--- src/design/dsc_pkg.sv ---
// Shared types, state codes and the segment table for the decimal scan driver.
// Used by every module of the block; depends on nothing else.
package dsc_pkg;

   // Fixed field widths
   localparam int unsigned VALUE_W   = 32;
   localparam int unsigned DWELL_W   = 16;
   localparam int unsigned SEG_W     = 8;
   localparam int unsigned SEL_W     = 3;
   localparam int unsigned RSP_DATA_W = 16;

   // Reciprocal of ten scaled by 2^35 (10 * M = 2^35 + 2)
   localparam logic [VALUE_W-1:0] RECIP10 = 32'hCCCC_CCCD;
   localparam int unsigned        RECIP_SHIFT = 35;

   // Input word kinds carried on req_tuser
   localparam logic CMD_LOAD = 1'b0;
   localparam logic CMD_TICK = 1'b1;

   // Sequencer state codes
   localparam logic [1:0] ST_IDLE  = 2'd0;
   localparam logic [1:0] ST_MUL   = 2'd1;
   localparam logic [1:0] ST_DIGIT = 2'd2;
   localparam logic [1:0] ST_SHOW  = 2'd3;

   // Result of one divide-by-ten step
   typedef struct packed {
      logic [VALUE_W-1:0] quot;
      logic [3:0]         digit;
   } div_res_type;

   // Segment code of one decimal digit, bit0 = a .. bit6 = g
   function automatic logic [SEG_W-1:0] seg_of_digit(input logic [3:0] d);
      logic [SEG_W-1:0] s;
      case (d)
         4'd0: s = 8'h3F;
         4'd1: s = 8'h06;
         4'd2: s = 8'h5B;
         4'd3: s = 8'h4F;
         4'd4: s = 8'h66;
         4'd5: s = 8'h6D;
         4'd6: s = 8'h7D;
         4'd7: s = 8'h07;
         4'd8: s = 8'h7F;
         4'd9: s = 8'h6F;
         default: s = 8'h00;
      endcase
      return s;
   endfunction

endpackage

--- src/design/dsc_div10.sv ---
// Shared divide-by-ten unit: one registered reciprocal multiply per step.
// Quotient and remainder digit come from the registered product. Uses dsc_pkg.
module dsc_div10 (
   input  logic                          clock,
   input  logic                          start,
   input  logic [dsc_pkg::VALUE_W-1:0]   dividend,
   output dsc_pkg::div_res_type          result
);
   import dsc_pkg::*;

   localparam int unsigned PROD_W = 2 * VALUE_W;

   logic [PROD_W-1:0]        prod_ff;
   logic [PROD_W-1:0]        prod_in;
   logic [RECIP_SHIFT-1:0]   frac;
   logic [RECIP_SHIFT+3:0]   frac_x10;

   // Capture the product when a step starts, hold otherwise
   always_comb begin
      prod_in = prod_ff;
      if (start) begin
         prod_in = PROD_W'(dividend) * PROD_W'(RECIP10);
      end
   end

   always_ff @(posedge clock) begin
      prod_ff <= prod_in;
   end

   // Quotient is the integer part; the digit is the fraction times ten
   always_comb begin
      frac     = prod_ff[RECIP_SHIFT-1:0];
      frac_x10 = {frac, 3'b000} + {2'b00, frac, 1'b0};
      result.quot  = VALUE_W'(prod_ff[PROD_W-1:RECIP_SHIFT]);
      result.digit = frac_x10[RECIP_SHIFT+3:RECIP_SHIFT];
   end

endmodule

--- src/design/dsc_scan.sv ---
// Scan position and dwell counter of the multiplexed display.
// Advances one position after dwell_ticks tick words. Uses dsc_pkg.
module dsc_scan #(
   parameter int unsigned DIGIT_COUNT = 8,
   parameter int unsigned PW = (DIGIT_COUNT > 1) ? $clog2(DIGIT_COUNT) : 1
) (
   input  logic                          clock,
   input  logic                          reset,
   input  logic                          tick,
   input  logic [dsc_pkg::DWELL_W-1:0]   dwell_ticks,
   output logic [PW-1:0]                 position_next
);
   import dsc_pkg::*;

   localparam logic [PW-1:0] LAST_POS = PW'(DIGIT_COUNT - 1);

   logic [PW-1:0]      pos_ff;
   logic [PW-1:0]      pos_in;
   logic [DWELL_W-1:0] count_ff;
   logic [DWELL_W-1:0] count_in;
   logic [DWELL_W-1:0] limit;
   logic [DWELL_W:0]   count_inc;

   // Count ticks; a dwell of zero acts as one
   always_comb begin
      limit     = (dwell_ticks == '0) ? DWELL_W'(1) : dwell_ticks;
      count_inc = {1'b0, count_ff} + (DWELL_W+1)'(1);
      pos_in    = pos_ff;
      count_in  = count_ff;
      if (tick) begin
         if (count_inc >= {1'b0, limit}) begin
            count_in = '0;
            pos_in   = (pos_ff == LAST_POS) ? '0 : pos_ff + PW'(1);
         end else begin
            count_in = count_inc[DWELL_W-1:0];
         end
      end
   end

   always_ff @(posedge clock) begin
      if (reset) begin
         pos_ff   <= '0;
         count_ff <= '0;
      end else begin
         pos_ff   <= pos_in;
         count_ff <= count_in;
      end
   end

   assign position_next = pos_in;

endmodule

--- src/design/seven_segment_decimal_scan_top.sv ---
// Tick word: result registered at acceptance; the next word may follow once it is taken.
// Load word: each divide-by-ten step on the shared multiplier runs ST_MUL, then ST_DIGIT;
// digits go right to left until the quotient or the position is zero, then ST_SHOW
// gives one result; no word is accepted meanwhile. dwell_ticks writes apply next cycle.
// Reset (synchronous, active high): store blank, scan position and dwell count zero,
// dwell_ticks one, no result pending.
module seven_segment_decimal_scan_top #(
   parameter int unsigned DIGIT_COUNT = 8
) (
   input  logic                               clock,
   input  logic                               reset,
   // req_tdata: value[31:0]
   input  logic                               req_tvalid,
   output logic                               req_tready,
   input  logic [dsc_pkg::VALUE_W-1:0]        req_tdata,
   // req_tuser: cmd[0]
   input  logic                               req_tuser,
   // rsp_tdata: digit_select[2:0], segments[10:3], zero[15:11]
   output logic                               rsp_tvalid,
   input  logic                               rsp_tready,
   output logic [dsc_pkg::RSP_DATA_W-1:0]     rsp_tdata,
   // dwell_ticks register write
   input  logic                               csr_valid,
   output logic                               csr_ready,
   input  logic [dsc_pkg::DWELL_W-1:0]        csr_data
);
   import dsc_pkg::*;

   localparam int unsigned PW = (DIGIT_COUNT > 1) ? $clog2(DIGIT_COUNT) : 1;
   localparam logic [PW-1:0] LAST_POS = PW'(DIGIT_COUNT - 1);

   logic [1:0]         state_ff, state_in;
   logic [VALUE_W-1:0] value_ff, value_in;
   logic [PW-1:0]      wpos_ff, wpos_in;
   logic [SEG_W-1:0]   store_ff [DIGIT_COUNT];
   logic [SEG_W-1:0]   store_in [DIGIT_COUNT];
   logic               rsp_valid_ff, rsp_valid_in;
   logic [SEL_W-1:0]   rsp_sel_ff, rsp_sel_in;
   logic [SEG_W-1:0]   rsp_seg_ff, rsp_seg_in;
   logic [DWELL_W-1:0] dwell_ff, dwell_in;

   logic               accept;
   logic               tick;
   logic               div_start;
   div_res_type        div_res;
   logic [PW-1:0]      scan_pos;

   assign csr_ready  = 1'b1;
   assign req_tready = (state_ff == ST_IDLE) && (!rsp_valid_ff || rsp_tready);
   assign accept     = req_tvalid && req_tready;
   assign tick       = accept && (req_tuser == CMD_TICK);
   assign div_start  = (state_ff == ST_MUL);

   dsc_div10 u_div (
      .clock    (clock),
      .start    (div_start),
      .dividend (value_ff),
      .result   (div_res)
   );

   dsc_scan #(
      .DIGIT_COUNT (DIGIT_COUNT),
      .PW          (PW)
   ) u_scan (
      .clock         (clock),
      .reset         (reset),
      .tick          (tick),
      .dwell_ticks   (dwell_ff),
      .position_next (scan_pos)
   );

   // Hold the dwell register until a write arrives
   always_comb begin
      dwell_in = (csr_valid && csr_ready) ? csr_data : dwell_ff;
   end

   // Sequencer, digit store and result register
   always_comb begin
      state_in     = state_ff;
      value_in     = value_ff;
      wpos_in      = wpos_ff;
      store_in     = store_ff;
      rsp_valid_in = rsp_valid_ff && !rsp_tready;
      rsp_sel_in   = rsp_sel_ff;
      rsp_seg_in   = rsp_seg_ff;
      case (state_ff)
         ST_IDLE: begin
            if (accept) begin
               if (req_tuser == CMD_TICK) begin
                  rsp_valid_in = 1'b1;
                  rsp_sel_in   = SEL_W'(scan_pos);
                  rsp_seg_in   = store_ff[scan_pos];
               end else begin
                  // Blank the store and start converting from the rightmost position
                  for (int i = 0; i < DIGIT_COUNT; i++) begin
                     store_in[i] = '0;
                  end
                  value_in = req_tdata;
                  wpos_in  = LAST_POS;
                  state_in = ST_MUL;
               end
            end
         end
         ST_MUL: begin
            state_in = ST_DIGIT;
         end
         ST_DIGIT: begin
            // Write one digit, then stop or step left
            store_in[wpos_ff] = seg_of_digit(div_res.digit);
            value_in          = div_res.quot;
            if (div_res.quot == '0 || wpos_ff == '0) begin
               state_in = ST_SHOW;
            end else begin
               wpos_in  = wpos_ff - PW'(1);
               state_in = ST_MUL;
            end
         end
         ST_SHOW: begin
            rsp_valid_in = 1'b1;
            rsp_sel_in   = SEL_W'(scan_pos);
            rsp_seg_in   = store_ff[scan_pos];
            state_in     = ST_IDLE;
         end
         default: begin
            state_in = ST_IDLE;
         end
      endcase
   end

   always_ff @(posedge clock) begin
      if (reset) begin
         state_ff     <= ST_IDLE;
         rsp_valid_ff <= 1'b0;
         dwell_ff     <= DWELL_W'(1);
         for (int i = 0; i < DIGIT_COUNT; i++) begin
            store_ff[i] <= '0;
         end
      end else begin
         state_ff     <= state_in;
         rsp_valid_ff <= rsp_valid_in;
         dwell_ff     <= dwell_in;
         store_ff     <= store_in;
      end
   end

   // Payload registers
   always_ff @(posedge clock) begin
      value_ff   <= value_in;
      wpos_ff    <= wpos_in;
      rsp_sel_ff <= rsp_sel_in;
      rsp_seg_ff <= rsp_seg_in;
   end

   assign rsp_tvalid = rsp_valid_ff;
   assign rsp_tdata  = {(RSP_DATA_W - SEG_W - SEL_W)'(0), rsp_seg_ff, rsp_sel_ff};

endmodule
--- config.mk ---
export PLATFORM = sky130hd
export DESIGN_NAME = seven_segment_decimal_scan_top
export DESIGN_NICKNAME = d
export VERILOG_FILES = /design/src/design/dsc_pkg.sv /design/src/design/dsc_div10.sv /design/src/design/dsc_scan.sv /design/src/design/seven_segment_decimal_scan_top.sv
export SDC_FILE = /design/constraint.sdc
export NUM_CORES = 2
export LEC_CHECK = 0
export ABC_AREA = 1
export BUFFER_PORTS_ARGS = -buffer_cell sky130_fd_sc_hd__buf_2
export CELL_PAD_IN_SITES_DETAIL_PLACEMENT = 1
export CELL_PAD_IN_SITES_GLOBAL_PLACEMENT = 1
export CORE_MARGIN = 5
export CORE_UTILIZATION = 54
export CTS_BUF_LIST = sky130_fd_sc_hd__clkbuf_4 sky130_fd_sc_hd__clkbuf_8
export CTS_CLUSTER_DIAMETER = 40
export DETAILED_ROUTE_END_ITERATION = 10
export GPL_TIMING_DRIVEN = 1
export PLACE_DENSITY_LB_ADDON = 0.1
export RECOVER_POWER = 100
export SLEW_MARGIN = 20
export SYNTH_ARGS = -nofsm -noshare
export SYNTH_HDL_FRONTEND = slang
export SYNTH_HIERARCHICAL = 1
export SYNTH_SLANG_ARGS = --single-unit
--- constraint.sdc ---
create_clock -name clock -period 15.8 [get_ports clock]
set_clock_uncertainty 0.15 [all_clocks]
set_input_delay 1.58 -clock clock [delete_from_list [all_inputs] [get_ports clock]]
set_output_delay 1.58 -clock clock [all_outputs]
set_load 0.02 [all_outputs]
* Word-level counts from Yosys, hierarchy flattened
Memories as Yosys holds them, arrays and structs flattened. Index checks and enable logic that the tools add are counted.
Operators by class: add/subtract/negate cells 4, multiply operators 1, divide/modulo/power cells 0, order comparisons 4, equality and inequality tests 8, shift operators 0, mux-type cells 35, bitwise operators 2, reductions and logical operators 19
Operators by type and width (number):
- $mux W64 | 2
- $pmux W64 S2 | 1
- $bwmux W64 | 1
- $mul A32 B32 Y64 const B | 1
- $mux W32 | 2
- $pmux W32 S2 | 1
- $mux W8 | 6
- $add A38 B36 Y39 | 1
- $logic_not A32 Y1 | 1
- $mux W16 | 2
- $bmux W8 S3 | 1
- $demux W8 S3 | 1
- $mux W3 | 8
- $add A16 B1 Y17 const B | 1
- $ge A17 B16 Y1 | 1
- $logic_not A16 Y1 | 1
- $pmux W8 S2 | 1
- $pmux W3 S2 | 2
- $ge A4 B4 Y1 const B | 2
- $ne A2 B2 Y1 const B | 4
- $not A3 Y4 | 2
- $pmux W2 S4 | 1
- $mux W2 | 3
- $reduce_and A3 Y1 | 2
- other kinds (16) | 25
Storage, ports and cells: flip-flop bits (word level) 212, bits in latches 0, bits in writable memories 0, ROM bits 112, bits of input ports 54, logic and storage cells 92, memories kept 1
Memories:
- (no name shown) | depth 16, bits a word 7, read ports 1, clocked after memory_dff 0, wr ports 0, line dsc_pkg.sv:35 | case (d)

* Depth between registers and ports, before layout
word-level depth 13, gate-level depth with buffers 30

* Modules after synthesis
Netlist, hierarchy kept.
Modules (own cells, without submodules):
- dsc_div10 | times used 1, cells an instance 2863, area an instance 23149.7 um^2
- seven_segment_decimal_scan_top | times used 1, cells an instance 718, area an instance 5905.7 um^2
- dsc_scan | times used 1, cells an instance 287, area an instance 1764.2 um^2

* Worst setup path after synthesis
No wires, ideal clock.
path type reg2reg, start register value_ff[8], end register u_div.prod_ff[55], data pin, setup time 0.252 ns, arrival 5.771 ns, data required time 15.398 ns, path slack 9.626 ns, cell stages (with the launch flop) 23, path buffers 1, path through edfxtp_1 > ha_1 > clkbuf_1 > xnor2_1 > inv_1 > ha_1 > or2_2 > fa_1 > fa_1 > fa_1 > fa_1 > fa_1 > ha_1 > ha_1 > nand2_1 > nor2_2 > inv_1 > nor3_2 > nand2_1 > nor2_1 > nand2_1 > nand3_1 > nand2_1
Between the ends: word-level cells in the longest chain between the ends 1
RTL lines:
- start: declaration | line seven_segment_decimal_scan_top.sv:33 | logic [VALUE_W-1:0] value_ff, value_in;
- start signal: assignment | line seven_segment_decimal_scan_top.sv:148 | value_ff <= value_in;
- $mul A32 B32 Y64 | line dsc_div10.sv:22 | prod_in = PROD_W'(dividend) * PROD_W'(RECIP10);
- end signal: assignment | line dsc_div10.sv:27 | prod_ff <= prod_in;
- end: declaration | line dsc_div10.sv:13 | logic [PROD_W-1:0] prod_ff;
Every way passes these cells. A chain may end at the register's enable or synchronous reset.

* Worst setup path after layout
start register state_ff[0], end register value_ff[15], enable pin
Between the ends: word-level cells in the longest chain between the ends 5, elaborated cells between the ends (all ways) 8, classes of those cells eq/ne (3); reduce/logical (5)
RTL lines:
- start: declaration | line seven_segment_decimal_scan_top.sv:32 | logic [1:0] state_ff, state_in;
- start signal: assignment | line seven_segment_decimal_scan_top.sv:139 | state_ff <= state_in;
- $logic_not A2 Y1 | line seven_segment_decimal_scan_top.sv:49, seven_segment_decimal_scan_top.sv:86
- $logic_and A1 B1 Y1 | line seven_segment_decimal_scan_top.sv:49 | assign req_tready = (state_ff == ST_IDLE) && (!rsp_valid_ff || rsp_tready);
- $logic_and A1 B1 Y1 | line seven_segment_decimal_scan_top.sv:50 | assign accept = req_tvalid && req_tready;
- $ne A2 B2 Y1 (no source line)
- $reduce_and A3 Y1 (no source line) *
Mark *: on every way between the ends. The rest lies on a longest branch, timed or not.

==> impl_metrics.tcl <==
set metrics [dict create \
    status "finished, violations left" \
    violations "capacitance limit, slew limit" \
    core_sq_um 56500 \
    clock_latency_ns 0.69 \
    tightest_slew_ns 4.017 \
    arrival_ns 9.27 \
    dpl.hpwl_mm 90.42 \
    synth_edf_count 109 \
    fin_crit_ns 9.200 \
    rsz0062_at_grt "no" \
    rr_worst_depth 8 \
    fmax_mhz 108.7 \
    ff2ff_setup_slack_ns 6.60 \
    io_buffers 65 \
    whs_path_depth 2 \
    first_iter_violations 2015 \
    hold_ws_ns 0.3034 \
    syn_area_per_cell_sq_um 7.968 \
    slew_violations 328 \
    die_area_sq_um 61950 \
    cts_buffers 59 \
    relSlewSlack_pct -167.8 \
    hold_path_startpoint "dwell_ff[0]$_SDFFE_PP1P_" \
    grt_overflow 0 \
    drt_wl_total_mm 107.1 \
    critPathLaunchType "register" \
    nets 4765 \
    syn_area_sq_um 30820 \
    maxCapViolCount 6 \
    htree_levels 2 \
    cp.required_ns 15.87 \
    design_area_sq_um 32680 \
    clkTransAtPathRegs_ns 0.06 \
    grt_max_degree 78 \
    reg2reg_from "state_ff[0]$_SDFFE_PP0P_" \
    hp-class "register to register" \
    fill_cells 7101 \
    cts_setup_buffers 0 \
    synth_cell_type_count 53 \
    grt_pass1_vias 28602 \
    antenna_found_initial 1 \
    routabilityCongestion 1.001 \
    num_vias 25995 \
    io_pins 73 \
    final_common_cell "inv_1" \
    grt_use_total_pct 34.66 \
    cts_resized 0 \
    cp_max_fo 65 \
    die-height_um 248.9 \
    flow.area_growth_from_synthesis_pct 6.025 \
    hold_buffers 0 \
    end_kind "register" \
    tns_ns 0 \
    tritoncts "built" \
    criticalPathCategory "register to register" \
    r2r-end "value_ff[15]$_DFFE_PP_" \
    ys_seq_elements 203 \
    die_x_um 248.9 \
    setup_viol 0 \
    async_reset_ff_share_pct 0 \
    hold_violations 0 \
    routed_via_density 5.509 \
    drive_above_1_share_pct 5.275 \
    hold_end "dwell_ff[0]$_SDFFE_PP1P_" \
    dr.pass1.iters 5 \
    placed_area_sq_um 31500 \
    cts_root_buf "clkbuf_8" \
    cts_num_sinks 203 \
    cts_buffer_depth 3 \
    placedCellCount 4607 \
    ys_seq_area_share_pct 16.73 \
    yosysWarnings 6 \
    drc 0 \
    avgRoutedWirePerCell_um 22.70 \
    synth_ff_type "edfxtp_1" \
    final_cells 4719 \
    synth_cells 3868 \
    grt_pass1_wl_mm 166.7 \
    mostFrequentLayoutCells "inv_1, nand2_1, ha_1" \
    num_rows 87 \
    antenna_left 0 \
    start_util_pct 54.55 \
    fin_crit_sh_pct 58.23 \
]
kinds of logic after synthesis:
kind of cell               after synthesis  synth area share, %
AOI/OAI and AO/OA                      298                5.647
xor gates and xnor gates                82                2.330
buffers and inverters                 1078                14.18
other                                    3              0.03654
DFF                                    203                16.73
adders and majority gates              799                41.89
and+or+nand+nor                       1405                19.19
through the flow:
| step | worst slack (ns) | util, % |
|---|---|---|
| after CTS | 8.630 | 58.09 |
| after detailed placement | 8.685 | 55.76 |
| final | 6.600 | 57.84 |
| after floorplan | 9.626 | - |
| after global placement | 8.705 | 55.75 |
| after global routing | 6.121 | 57.84 |
state kept, by name, summed over array words and instances (netlist names), 7 cells and up:
register,cells
u_div/prod_ff,64
rsp_seg_ff,7
store_ff,56
u_scan/count_ff,16
dwell_ff,16
value_ff,32
worst max path at each step:
stage / start / end / slack [ns] / cells after the start
after floorplan: value_ff[8]$_DFFE_PP_ / u_div/prod_ff[55]$_DFFE_PP_ / 9.63 / 22
after global placement: value_ff[3]$_DFFE_PP_ / u_div/prod_ff[52]$_DFFE_PP_ / 8.71 / 19
after detailed placement: value_ff[3]$_DFFE_PP_ / u_div/prod_ff[35]$_DFFE_PP_ / 8.69 / 19
after CTS: value_ff[3]$_DFFE_PP_ / u_div/prod_ff[35]$_DFFE_PP_ / 8.63 / 19
after global routing: state_ff[0]$_SDFFE_PP0P_ / value_ff[21]$_DFFE_PP_ / 6.12 / 8
final: state_ff[0]$_SDFFE_PP0P_ / value_ff[15]$_DFFE_PP_ / 6.60 / 8
routing by layer:
| metal | up-vias | track usage [%] | routed length (um) |
|---|---|---|---|
| met3 | 260 | 6.348 | 7628 |
| li1 | 11864 | - | - |
| met5 | - | 0 | 0 |
| met1 | 12923 | 46.09 | 45160 |
| met2 | 948 | 55.99 | 48830 |
| met4 | 0 | 14.84 | 5500 |
synth_stat cells, types with 6 or more instances:
cell type / count / area share, %
inv_1: 969 / 12
nand2_1: 909 / 11
ha_1: 411 / 17
fa_1: 388 / 25
nor2_1: 234 / 2.8
a21oi_1: 169 / 2.7
edfxtp_1: 109 / 11
nand3_1: 95 / 1.5
dfxtp_1: 94 / 6.1
nand4_1: 81 / 1.6
xor2_1: 69 / 2.0
o21ai_0: 57 / 0.93
buf_4: 48 / 1.2
nor2_2: 20 / 0.41
o21bai_1: 19 / 0.46
clkbuf_1: 18 / 0.22
nor3_1: 15 / 0.24
a21o_1: 14 / 0.34
buf_2: 14 / 0.23
o32ai_1: 14 / 0.40
xnor2_1: 13 / 0.37
inv_2: 11 / 0.13
nand3_2: 11 / 0.36
nor3_2: 10 / 0.32
o21a_1: 9 / 0.22
buf_6: 7 / 0.26
nand2_2: 7 / 0.14
clkbuf_8: 6 / 0.27
or2_2: 6 / 0.12
area by class of cell:
cell class	instances	area (sq um)	share of cell area (%)
Tap cell	756	945.9	2.895
Inverter	982	3694	11.30
Clock buffer	70	907.1	2.776
Antenna cell	1	2.502	0.007658
Clock inverter	41	409.1	1.252
Multi-Input combinational cell	2594	21220	64.95
Timing Repair Buffer	72	340.3	1.042
Sequential cell	203	5155	15.78
worst max-delay path, cell delays in order (launching register included):
cell,delay (ns)
dfxtp_1,0.33
inv_1,0.14
ha_1,1.57
inv_1,1.64
nand2_2,0.27
clkbuf_1,2.12
nand2_1,0.24
inv_1,0.14
clkbuf_1,2.08
Power is left out: the tool's default activity adds up to more than one toggle a clock period on the data nets, which glitch-free logic cannot reach.
